### config.mk
export PLATFORM = sky130hd
export DESIGN_NAME = led_record_crc_framer
export DESIGN_NICKNAME = d
export VERILOG_FILES = /design/src/design/lrcf_pkg.sv /design/src/design/lrcf_front.sv /design/src/design/lrcf_cmd_fifo.sv /design/src/design/lrcf_back.sv /design/src/design/led_record_crc_framer.sv
export SDC_FILE = /design/constraint.sdc
export NUM_CORES = 1
export LEC_CHECK = 0
export ABC_AREA = 1
export BUFFER_PORTS_ARGS = -buffer_cell sky130_fd_sc_hd__buf_4
export CORE_MARGIN = 2
export CORE_UTILIZATION = 45
export DETAILED_ROUTE_END_ITERATION = 12
export GPL_TIMING_DRIVEN = 0
export PLACE_DENSITY_LB_ADDON = 0.3
export SLEW_MARGIN = 5
export SYNTH_ARGS = -nofsm -noshare
export SYNTH_HDL_FRONTEND = slang
export SYNTH_HIERARCHICAL = 1
export SYNTH_SLANG_ARGS = --single-unit
export TNS_END_PERCENT = 1
### constraint.sdc
create_clock -name clk -period 7.3 [get_ports clk]
set_input_delay 1.095 -clock clk [delete_from_list [all_inputs] [get_ports clk]]
set_output_delay 1.095 -clock clk [all_outputs]
set_load 0.005 [all_outputs]
### src/design/lrcf_pkg.sv
package lrcf_pkg;

  localparam int CMD_BYTES = 14;
  localparam int CFG_IDX_W = 8;

  localparam logic [1:0] MODE_RECORD = 2'd0;
  localparam logic [1:0] MODE_PIXEL  = 2'd1;
  localparam logic [1:0] MODE_DRAW   = 2'd2;

  localparam logic [CFG_IDX_W-1:0] REG_WS2812     = 8'd0;
  localparam logic [CFG_IDX_W-1:0] REG_APA102_DAT = 8'd1;
  localparam logic [CFG_IDX_W-1:0] REG_APA102_CLK = 8'd2;
  localparam logic [CFG_IDX_W-1:0] REG_DRAW_ALL   = 8'd3;

  localparam logic [7:0] MAGIC_U = 8'h55;
  localparam logic [7:0] MAGIC_P = 8'h50;
  localparam logic [7:0] MAGIC_X = 8'h58;
  localparam logic [7:0] MAGIC_L = 8'h4c;
  localparam logic [7:0] WS2812_STRUCT_ID = 8'h03;
  localparam logic [7:0] DRAW_CHANNEL = 8'hff;
  localparam logic [4:0] BRI_MASK = 5'h1f;

  localparam logic [31:0] CRC_INIT = 32'hffffffff;

  typedef struct packed {
    logic [CMD_BYTES-1:0][7:0] data;
    logic [3:0]                ndata;
    logic                      hdr;
    logic                      close;
  } lrcf_cmd_t;

  function automatic logic [31:0] nib_tab(input logic [3:0] n);
    logic [31:0] v;
    case (n)
      4'h0: v = 32'h00000000;
      4'h1: v = 32'h1db71064;
      4'h2: v = 32'h3b6e20c8;
      4'h3: v = 32'h26d930ac;
      4'h4: v = 32'h76dc4190;
      4'h5: v = 32'h6b6b51f4;
      4'h6: v = 32'h4db26158;
      4'h7: v = 32'h5005713c;
      4'h8: v = 32'hedb88320;
      4'h9: v = 32'hf00f9344;
      4'ha: v = 32'hd6d6a3e8;
      4'hb: v = 32'hcb61b38c;
      4'hc: v = 32'h9b64c2b0;
      4'hd: v = 32'h86d3d2d4;
      4'he: v = 32'ha00ae278;
      4'hf: v = 32'hbdbdf21c;
      default: v = 32'h00000000;
    endcase
    return v;
  endfunction

  function automatic logic [31:0] crc_byte(input logic [31:0] c, input logic [7:0] b);
    logic [31:0] t;
    t = nib_tab(c[3:0] ^ b[3:0]) ^ (c >> 4);
    t = nib_tab(t[3:0] ^ b[7:4]) ^ (t >> 4);
    return t;
  endfunction

endpackage

### src/design/lrcf_front.sv
module lrcf_front (
  input  logic                             clk,
  input  logic                             rst_n,
  input  logic                             cfg_valid,
  input  logic [lrcf_pkg::CFG_IDX_W-1:0]   cfg_index,
  input  logic [7:0]                       cfg_data,
  input  logic                             acc,
  input  logic [1:0]                       mode,
  input  logic [7:0]                       chan_no,
  input  logic [7:0]                       record_type,
  input  logic [7:0]                       order_byte,
  input  logic [15:0]                      pixel_count,
  input  logic [31:0]                      frequency,
  input  logic [7:0]                       brightness,
  input  logic [7:0]                       red,
  input  logic [7:0]                       green,
  input  logic [7:0]                       blue,
  output logic                             push,
  output lrcf_pkg::lrcf_cmd_t              cmd
);

  logic [7:0]  ws_code_r, apd_code_r, apc_code_r, draw_code_r;
  logic [15:0] pix_left_r, pix_left_nxt;
  logic        apa_act_r, apa_act_nxt;
  logic [4:0]  bri_r, bri_nxt;

  always_comb begin
    cmd          = '0;
    push         = 1'b0;
    pix_left_nxt = pix_left_r;
    apa_act_nxt  = apa_act_r;
    bri_nxt      = bri_r;
    case (mode)
      lrcf_pkg::MODE_RECORD: begin
        push         = 1'b1;
        cmd.hdr      = 1'b1;
        cmd.data[0]  = lrcf_pkg::MAGIC_U;
        cmd.data[1]  = lrcf_pkg::MAGIC_P;
        cmd.data[2]  = lrcf_pkg::MAGIC_X;
        cmd.data[3]  = lrcf_pkg::MAGIC_L;
        cmd.data[4]  = chan_no;
        cmd.data[5]  = record_type;
        cmd.ndata    = 4'd6;
        apa_act_nxt  = 1'b0;
        bri_nxt      = '0;
        pix_left_nxt = '0;
        if (record_type == ws_code_r) begin
          cmd.data[6]  = lrcf_pkg::WS2812_STRUCT_ID;
          cmd.data[7]  = order_byte;
          cmd.data[8]  = pixel_count[7:0];
          cmd.data[9]  = pixel_count[15:8];
          cmd.ndata    = 4'd10;
          pix_left_nxt = pixel_count;
        end else if (record_type == apd_code_r) begin
          cmd.data[6]  = frequency[7:0];
          cmd.data[7]  = frequency[15:8];
          cmd.data[8]  = frequency[23:16];
          cmd.data[9]  = frequency[31:24];
          cmd.data[10] = order_byte;
          cmd.data[11] = 8'h00;
          cmd.data[12] = pixel_count[7:0];
          cmd.data[13] = pixel_count[15:8];
          cmd.ndata    = 4'd14;
          pix_left_nxt = pixel_count;
          apa_act_nxt  = 1'b1;
          bri_nxt      = brightness[4:0] & lrcf_pkg::BRI_MASK;
        end else if (record_type == apc_code_r) begin
          cmd.data[6]  = frequency[7:0];
          cmd.data[7]  = frequency[15:8];
          cmd.data[8]  = frequency[23:16];
          cmd.data[9]  = frequency[31:24];
          cmd.ndata    = 4'd10;
        end
        cmd.close = (pix_left_nxt == 16'd0);
      end
      lrcf_pkg::MODE_PIXEL: begin
        if (pix_left_r != 16'd0) begin
          push         = 1'b1;
          cmd.data[0]  = red;
          cmd.data[1]  = green;
          cmd.data[2]  = blue;
          cmd.data[3]  = {3'b000, bri_r};
          cmd.ndata    = apa_act_r ? 4'd4 : 4'd3;
          cmd.close    = (pix_left_r == 16'd1);
          pix_left_nxt = pix_left_r - 16'd1;
        end
      end
      lrcf_pkg::MODE_DRAW: begin
        push         = 1'b1;
        cmd.hdr      = 1'b1;
        cmd.close    = 1'b1;
        cmd.data[0]  = lrcf_pkg::MAGIC_U;
        cmd.data[1]  = lrcf_pkg::MAGIC_P;
        cmd.data[2]  = lrcf_pkg::MAGIC_X;
        cmd.data[3]  = lrcf_pkg::MAGIC_L;
        cmd.data[4]  = lrcf_pkg::DRAW_CHANNEL;
        cmd.data[5]  = draw_code_r;
        cmd.ndata    = 4'd6;
        pix_left_nxt = '0;
        apa_act_nxt  = 1'b0;
        bri_nxt      = '0;
      end
      default: begin
      end
    endcase
    if (!acc) begin
      push         = 1'b0;
      pix_left_nxt = pix_left_r;
      apa_act_nxt  = apa_act_r;
      bri_nxt      = bri_r;
    end
  end

  always_ff @(posedge clk) begin
    if (!rst_n) begin
      ws_code_r   <= 8'd1;
      apd_code_r  <= 8'd3;
      apc_code_r  <= 8'd4;
      draw_code_r <= 8'd2;
      pix_left_r  <= '0;
      apa_act_r   <= 1'b0;
      bri_r       <= '0;
    end else begin
      pix_left_r <= pix_left_nxt;
      apa_act_r  <= apa_act_nxt;
      bri_r      <= bri_nxt;
      if (cfg_valid) begin
        case (cfg_index)
          lrcf_pkg::REG_WS2812:     ws_code_r   <= cfg_data;
          lrcf_pkg::REG_APA102_DAT: apd_code_r  <= cfg_data;
          lrcf_pkg::REG_APA102_CLK: apc_code_r  <= cfg_data;
          lrcf_pkg::REG_DRAW_ALL:   draw_code_r <= cfg_data;
          default: begin
          end
        endcase
      end
    end
  end

endmodule

### src/design/lrcf_cmd_fifo.sv
module lrcf_cmd_fifo #(
  parameter int DEPTH = 2
) (
  input  logic                 clk,
  input  logic                 rst_n,
  input  logic                 push,
  input  lrcf_pkg::lrcf_cmd_t  wr_cmd,
  output logic                 full,
  input  logic                 pop,
  output logic                 rd_valid,
  output lrcf_pkg::lrcf_cmd_t  rd_cmd
);

  localparam int AW = (DEPTH > 1) ? $clog2(DEPTH) : 1;
  localparam int CW = $clog2(DEPTH + 1);

  lrcf_pkg::lrcf_cmd_t mem [DEPTH];
  logic [AW-1:0] wr_ptr_r, rd_ptr_r;
  logic [CW-1:0] cnt_r;

  assign full     = (cnt_r == CW'(DEPTH));
  assign rd_valid = (cnt_r != '0);
  assign rd_cmd   = mem[rd_ptr_r];

  always_ff @(posedge clk) begin
    if (push) begin
      mem[wr_ptr_r] <= wr_cmd;
    end
  end

  always_ff @(posedge clk) begin
    if (!rst_n) begin
      wr_ptr_r <= '0;
      rd_ptr_r <= '0;
      cnt_r    <= '0;
    end else begin
      if (push) begin
        wr_ptr_r <= (wr_ptr_r == AW'(DEPTH - 1)) ? '0 : wr_ptr_r + AW'(1);
      end
      if (pop) begin
        rd_ptr_r <= (rd_ptr_r == AW'(DEPTH - 1)) ? '0 : rd_ptr_r + AW'(1);
      end
      if (push && !pop) begin
        cnt_r <= cnt_r + CW'(1);
      end else if (pop && !push) begin
        cnt_r <= cnt_r - CW'(1);
      end
    end
  end

endmodule

### src/design/lrcf_back.sv
module lrcf_back (
  input  logic                 clk,
  input  logic                 rst_n,
  input  logic                 cmd_valid,
  input  lrcf_pkg::lrcf_cmd_t  cmd_in,
  output logic                 pop,
  output logic                 out_valid,
  input  logic                 out_ready,
  output logic [7:0]           out_byte,
  output logic                 out_last_of_run,
  output logic                 out_frame_end
);

  lrcf_pkg::lrcf_cmd_t cmd_r;
  logic        busy_r;
  logic [4:0]  idx_r;
  logic [31:0] crc_r, crc_nxt, crc_in, crc_fin;
  logic        out_valid_r;
  logic [7:0]  byte_r;
  logic        last_r, fe_r;

  logic        emit, is_data, is_last, is_fe;
  logic [4:0]  total, crc_k;
  logic [7:0]  cur_byte;

  assign out_valid       = out_valid_r;
  assign out_byte        = byte_r;
  assign out_last_of_run = last_r;
  assign out_frame_end   = fe_r;

  always_comb begin
    total   = {1'b0, cmd_r.ndata} + (cmd_r.close ? 5'd4 : 5'd0);
    is_data = (idx_r < {1'b0, cmd_r.ndata});
    crc_k   = idx_r - {1'b0, cmd_r.ndata};
    crc_in  = (cmd_r.hdr && idx_r == 5'd0) ? lrcf_pkg::CRC_INIT : crc_r;
    crc_fin = crc_r ^ lrcf_pkg::CRC_INIT;
    is_last = (idx_r == total - 5'd1);
    is_fe   = !is_data && (crc_k[1:0] == 2'd3);
    if (is_data) begin
      cur_byte = cmd_r.data[idx_r[3:0]];
      crc_nxt  = lrcf_pkg::crc_byte(crc_in, cur_byte);
    end else begin
      cur_byte = 8'(crc_fin >> {crc_k[1:0], 3'b000});
      crc_nxt  = is_fe ? lrcf_pkg::CRC_INIT : crc_r;
    end
    emit = busy_r && (!out_valid_r || out_ready);
    pop  = cmd_valid && (!busy_r || (emit && is_last));
  end

  always_ff @(posedge clk) begin
    if (emit) begin
      byte_r <= cur_byte;
      last_r <= is_last;
      fe_r   <= is_fe;
    end
    if (pop) begin
      cmd_r <= cmd_in;
    end
  end

  always_ff @(posedge clk) begin
    if (!rst_n) begin
      busy_r      <= 1'b0;
      idx_r       <= '0;
      crc_r       <= lrcf_pkg::CRC_INIT;
      out_valid_r <= 1'b0;
    end else begin
      if (emit) begin
        out_valid_r <= 1'b1;
        crc_r       <= crc_nxt;
      end else if (out_ready) begin
        out_valid_r <= 1'b0;
      end
      if (pop) begin
        busy_r <= 1'b1;
        idx_r  <= '0;
      end else if (emit) begin
        idx_r <= idx_r + 5'd1;
        if (is_last) begin
          busy_r <= 1'b0;
        end
      end
    end
  end

endmodule

### src/design/led_record_crc_framer.sv
// channel  direction  handshake             payload
// in       input      in_valid / in_ready   mode, channel, type, settings, pixel
// out      output     out_valid / out_ready out_byte, out_last_of_run, out_frame_end
// cfg      input      cfg_valid / cfg_ready cfg_index, cfg_data
// the back end's byte sequencer sends a byte per cycle unless out_ready stalls:
// pixels are 3 or 4 bytes, 4 more on closing the record, a record 10 to 18, a draw 10
// the front end classifies one transaction per cycle while the command queue has room
// a stalled output holds the byte register; the queue lets the front run ahead
// reset is synchronous, active low, and restores the type codes and crc state
module led_record_crc_framer #(
  parameter int QUEUE_DEPTH = 2
) (
  input  logic                           clk,
  input  logic                           rst_n,
  input  logic                           cfg_valid,
  output logic                           cfg_ready,
  input  logic [lrcf_pkg::CFG_IDX_W-1:0] cfg_index,
  input  logic [7:0]                     cfg_data,
  input  logic                           in_valid,
  output logic                           in_ready,
  input  logic [1:0]                     in_mode,
  input  logic [7:0]                     in_chan_no,
  input  logic [7:0]                     in_record_type,
  input  logic [7:0]                     in_order_byte,
  input  logic [15:0]                    in_pixel_count,
  input  logic [31:0]                    in_frequency,
  input  logic [7:0]                     in_brightness,
  input  logic [7:0]                     in_red,
  input  logic [7:0]                     in_green,
  input  logic [7:0]                     in_blue,
  output logic                           out_valid,
  input  logic                           out_ready,
  output logic [7:0]                     out_byte,
  output logic                           out_last_of_run,
  output logic                           out_frame_end
);

  logic                full, push, pop, q_valid;
  lrcf_pkg::lrcf_cmd_t wr_cmd, rd_cmd;

  assign cfg_ready = 1'b1;
  assign in_ready  = !full;

  lrcf_front u_front (
    .clk          (clk),
    .rst_n        (rst_n),
    .cfg_valid    (cfg_valid),
    .cfg_index    (cfg_index),
    .cfg_data     (cfg_data),
    .acc          (in_valid && !full),
    .mode         (in_mode),
    .chan_no      (in_chan_no),
    .record_type  (in_record_type),
    .order_byte   (in_order_byte),
    .pixel_count  (in_pixel_count),
    .frequency    (in_frequency),
    .brightness   (in_brightness),
    .red          (in_red),
    .green        (in_green),
    .blue         (in_blue),
    .push         (push),
    .cmd          (wr_cmd)
  );

  lrcf_cmd_fifo #(
    .DEPTH (QUEUE_DEPTH)
  ) u_queue (
    .clk      (clk),
    .rst_n    (rst_n),
    .push     (push),
    .wr_cmd   (wr_cmd),
    .full     (full),
    .pop      (pop),
    .rd_valid (q_valid),
    .rd_cmd   (rd_cmd)
  );

  lrcf_back u_back (
    .clk             (clk),
    .rst_n           (rst_n),
    .cmd_valid       (q_valid),
    .cmd_in          (rd_cmd),
    .pop             (pop),
    .out_valid       (out_valid),
    .out_ready       (out_ready),
    .out_byte        (out_byte),
    .out_last_of_run (out_last_of_run),
    .out_frame_end   (out_frame_end)
  );

endmodule
# == Yosys cells after proc, flatten, opt, wreduce, memory -nomap -nowiden ==
# Memories as Yosys holds them, arrays and structs flattened. A register that Yosys moved wholly into a read port is not among the register bits.
# Index checks and enable logic that the tools add are counted.
# op_classes
n_addsub,9
magnitude_cmp,2
n_eq_ne,13
shifts,1
mux,50
n_bitwise,6
reduce_logical,39
# op_table
cell,count
32-bit two-way mux,10
35-bit one-hot mux with 3 select lines,1
16-bit two-way mux,4
64-bit two-way mux,1
32-bit by 28-bit bitwise XOR with 32-bit output,2
16-bit one-hot mux with 3 select lines,1
33-bit two-way mux,1
8-bit binary-select mux with 4-bit select,1
32-bit NOT,1
16-bit one-hot mux with 2 select lines,1
32-bit by 5-bit right shift with 8-bit output,1
8-bit equality test,3
"16-bit by 1-bit equality test with 1-bit output, second input constant",1
"8-bit by 2-bit equality test with 1-bit output, second input constant",2
16-bit logical NOT,1
8-bit two-way mux,2
16-bit nonzero test,1
"16-bit by 1-bit subtractor with 16-bit output, second input constant",1
1-bit two-way mux,15
2-bit AND reduction,7
2-bit nonzero test,7
4-bit two-way mux,3
5-bit two-way mux,2
5-bit one-hot mux with 2 select lines,1
29 further kinds,50
# word_totals
ff_bits,115
ram_bits,234
romBits,896
wordCells,141
mem_count,3
# mem_list
name,depth,word_bits,rd,rd_clocked_by_memory_dff,write_ports,line_no,text
(name not given),16,28,1,0,0,lrcf_pkg.sv:34,case (n)
(name not given),16,28,1,0,0,lrcf_pkg.sv:34,
u_queue.mem,2,117,1,1,1,lrcf_cmd_fifo.sv:17,lrcf_pkg::lrcf_cmd_t mem [DEPTH];

# == Logic depth before layout (Yosys ltp) ==
# An unclocked memory read counts as a cell.
# depth
ltp_word,12
mapped_depth,22
mapped_depth_nobuf,21

# == Modules after synthesis ==
# Netlist, hierarchy kept.
# by_module_without_submodules
module,instances,cells_per_inst,area_each_um2,seq_area_each_um2
lrcf_cmd_fifo,1,402,8808.4,7186.9
lrcf_back,1,995,8623.3,4624.4
lrcf_front,1,708,4274.1,1081.0
led_record_crc_framer,1,5,25.0,0.0

# == Least setup slack after synthesis ==
# OpenSTA, ideal clock, no wires.
# synth_timing
path_type,in2reg
startpoint,input port in_mode[1]
endpoint,memory u_queue/mem[0][0] in the netlist's numbering (enable)
setup_time_ps,596
arrival_ps,7036
t_required_ps,6704
slack_ps,-332
cell_stages,7
n_path_buf,0
cell_sequence,inv_1 > ha_1 > a21boi_2 > nor2_2 > nor3_1 > inv_1 > nor2_1
# synth_via
elab_chain_len,6
elab_cells_between_ends,8
# synth_rtl
element,line_no,text
"start, declared",led_record_crc_framer.sv:21,"input logic [1:0] in_mode,"
2-bit equality test / 2-bit logical NOT (equally long branches),lrcf_front.sv:33,case (mode)
2-bit OR reduction (no line),-,
1-bit one-hot mux with 2 select lines *,lrcf_front.sv:33,
1-bit two-way mux *,lrcf_front.sv:106,if (!acc) begin
named net push,led_record_crc_framer.sv:38,"logic full, push, pop, q_valid;"
1-bit two-way mux *,lrcf_cmd_fifo.sv:26,if (push) begin
1-bit two-way mux (not written as such) *,lrcf_cmd_fifo.sv:27,mem[wr_ptr_r] <= wr_cmd;
"end, declared",lrcf_cmd_fifo.sv:17,
# The timed path passes the listed nets; every way through them passes the cells marked *.

# == Worst setup path in the final report ==
# layout_timing
startpoint,register u_back.idx_r[0]
endpoint,register u_back.crc_r[8]
# layout_via
elab_chain_len,12
elab_cells_between_ends,21
# layout_rtl
element,line_no,text
"start, declared",lrcf_back.sv:16,logic [4:0] idx_r;
"start signal, assigned",lrcf_back.sv:78,idx_r <= idx_r + 5'd1;
"parallel branches: the longest is 12 deep, another holds memory 16 x 28 bit",-,
"end signal, assigned",lrcf_back.sv:65,crc_r <= lrcf_pkg::CRC_INIT;
"end signal, assigned",lrcf_back.sv:70,crc_r <= crc_nxt;
"end, declared",lrcf_back.sv:17,"logic [31:0] crc_r, crc_nxt, crc_in, crc_fin;"
# Several ways; the timed one is not identified. The select of a mux whose other input is x is not followed.
# A chain may end at the register's enable or synchronous reset.

==> results.md <==
* Status: finished, final reports clean
* First-pass GRT wire length at 89,300 um
* Crit. Startpoint: u_back/idx_r[0]
* Finished Cell Area at 25,600 um2
* Vias post-DR at 16,000
* DR pass1 iterations at 5
* Final hold vios at 0
* Crit end category: flop
* CTS tree: done
* RSZ-0062 raised after global routing: no
* CP arrival at 4.47 ns
* Power Internal at 6670 uW
* Worst VDD drop at 0.244 mV
* Leak Pwr at 0.0105 uW
* Worst Tran Pin Value at 1.22 ns
* Cell variety after synth at 57
* Mapped cell area at 21,700 um2
* Fillers at 4,151
* Worst Hold Class: flop to flop
* Switching Fraction at 37.9%
* Final Power at 10,700 uW
* Power Dens Cells at 420 nW/um2
* Nets at 2,458
* Final Setup Violations at 0
* Startpoint Class: flop
* Util after Layout at 53.5%
* Comb power frac at 38.6%
* WL final at 58,900 um
* Synth Register Bits at 462
* Clk buf depth at 3
* Sequential power share at 35.4%
* Worst skew pair latency at 0.60 ns
* Final ANT Viol Nets at 0
* Gr ovfl total at 0
* # Post-CTS Setup Buffers at 0
* Clock Power Share at 26.0%
* Max-Cap Viols at 0
* CP required at 7.83 ns
* Post-DR wirelength/cell at 19.8 um
* Peak Freq at 254 MHz
* Die Y at 224 um
* ANT cells at 0
* Hold_buf cts at 0
* Clk_skew at 0.0222 ns
* CTS Buf Count at 49
* Avg Inst Size Synth at 10.3 um2
* Worst hold start: u_front/bri_r[2]
* I/O Pins at 140
* Switching pwr at 4070 uW
* Area delta synth->final at 17.6%
* Final period utilization at 54.0%
* Core area at 47,700 um2
* Hpwl dp at 41,800 um
* Core Rows at 80
* Worst Path Max Fanout at 11
* RePlAce Congestion at 0.920
* Port-buffer cells at 135
* Tmin final at 3.94 ns
* Number of global-route vias before repair at 15,300
* CTS root buf: clkbuf_16
* Dpl cell area at 23,700 um2
* Clock tree sinks at 462
* Post-synthesis sequential area ratio at 59.3%
* Tot GR Track Use at 23.5%
* Initial Utilization at 45.5%
* Clock slew at reported path FFs at 0.06 ns
* Yosys warns at 6
* Initial drt markers at 1,526
* Max-slew violation count at 0
* Die area at 50,100 um2
* Largest net degree at the start of global routing at 85
* FF-to-FF Start: u_back/idx_r[0]
* Slew HR at 18.0%
* CTS H-tree depth at 2
* Setup CP Type: flop to flop
* Antenna violations before repair at 1
* Die width at 224 um
* CTS-repair resized insts at 0
* Vias per inst at 5.38
* Detailed-route DRC error count at 0
* Syn Inst Count at 2,110
* Share of layout cells above drive strength 1 at 20.9%
-- power groups by stage --
stage / Sequential (uW) / Clock [uW] / Combinational (uW)
2_1_floorplan: 3800 / 0 / 2860
6_report: 3800 / 2790 / 4150
5_1_grt: 3850 / 2940 / 4540
3_3_place_gp: 3910 / 0 / 3970
3_5_place_dp: 3850 / 0 / 4060
4_1_cts: 3800 / 2840 / 4090
-- cells in the mapped netlist (all sizes together) --
cell type	n	area, um2
o21a	4	30.0
nor3b	4	35.0
nand2	475	1880
conb	2	7.51
a41oi	1	8.76
o21ai	121	609
o21bai	1	7.51
a21oi	89	449
inv	224	846
nor2	199	797
xnor2	21	184
buf	64	434
xor2	33	312
nor4	1	21.3
mux2	118	1400
nor3	16	90.1
nor4b	1	8.76
ha	18	225
o31ai	1	7.51
nand3	132	688
nand3b	1	7.51
a21boi	2	18.8
a31oi	7	43.8
a22o	2	17.5
edfxtp	364	10900
clkbuf	30	113
clkinv	7	27.5
and2	1	6.26
o211ai	37	283
or2	7	43.8
a211oi	22	165
nand4	6	52.6
fa	1	20.0
dfxtp	98	1960
-- cells by family after synthesis --
| logic type | count (synthesis) | synth area share, % |
|---|---|---|
| AOI/OAI and AO/OA | 287 | 7.55 |
| and+or+nand+nor | 843 | 16.7 |
| other | 2 | 0.0346 |
| buffers and inverters | 325 | 6.53 |
| DFF | 462 | 59.3 |
| muxes | 118 | 6.46 |
| adders and majority gates | 19 | 1.13 |
| xor gates and xnor gates | 54 | 2.28 |
-- cell type report --
| cell class | count | area (um2) | share of cell area (%) |
|---|---|---|---|
| Timing Repair Buffer | 142 | 1180 | 4.63 |
| Multi-Input combinational cell | 1332 | 7460 | 29.2 |
| Inverter | 231 | 883 | 3.46 |
| Clock inverter | 34 | 568 | 2.22 |
| Tap cell | 615 | 769 | 3.01 |
| Sequential cell | 462 | 12900 | 50.4 |
| Clock buffer | 57 | 1260 | 4.91 |
| Buffer | 94 | 547 | 2.14 |
-- registers in the layout, indices dropped and copies added, names as in the netlist, 2 cells and up, named ones only --
register             cells
u_back/cmd_r           118
u_front/pix_left_r      16
u_front/apd_code_r       8
u_queue/cnt_r            2
u_back/crc_r            32
u_front/apc_code_r       8
u_front/bri_r            5
u_front/ws_code_r        8
u_front/draw_code_r      8
u_queue/mem            236
u_back/idx_r             5
u_back/out_byte          8
-- cell usage in the layout (no fill, tap or decap), drive strengths merged, types with 2 or more instances in the layout --
master    netlist  layout
nand2         475     475
clkinvlp        0       3
clkinv          7      24
nor2          199     199
o21ai         121     121
xor2           33      33
dfxtp          98      98
nand3         132     132
o211ai         37      37
ha             18      18
mux2          118     118
or2             7       7
a21oi          89      89
bufinv          0      14
nor3b           4       4
a211oi         22      22
a31oi           7       7
o21a            4       4
nor3           16      16
a22o            2       2
inv           224     224
buf            64     206
a21boi          2       2
conb            2      11
xnor2          21      21
nand4           6       6
edfxtp        364     364
clkbuf         30      87
-- worst paths after layout --
kind	cells after the start	to	slack, ns
setup reg to reg	12	u_back/crc_r[8]	3.36
hold / removal	2	u_front/bri_r[2]	0.47
hold reg to reg	2	u_front/bri_r[2]	0.47
setup / recovery	12	u_back/crc_r[8]	3.36
-- critical path: stages (launching register included) --
cell	delay [ns]
dfxtp_1	0.44
inv_2	0.08
buf_6	0.17
buf_2	0.25
ha_1	0.26
xnor2_1	0.96
inv_2	0.33
nor2_1	0.17
inv_1	0.08
a21oi_2	0.22
clkbuf_1	0.52
o21ai_1	0.21
o21bai_1	0.16
-- metal layers --
metal / vias to the layer above / track usage (%) / routed length [um]
li1: 7521 / - / -
met1: 7679 / 33.3 / 25800
met2: 680 / 37.8 / 27400
met3: 88 / 3.80 / 4510
met4: 0 / 5.98 / 1220
met5: - / 0 / 0
-- metrics by stage --
stage               TNS, ns  hold WS, ns  worst slack (ns)  cells
floorplan                 0        0.440              1.65   2119
global placement    -123.53        0.453             -1.06   2869
detailed placement        0        0.462              3.10   2876
CTS                       0        0.474              3.53   2967
global route              0        0.499              3.15   2967
finish                    0        0.475              3.36   2967
Note: power is estimated with default switching activity, not from simulation.
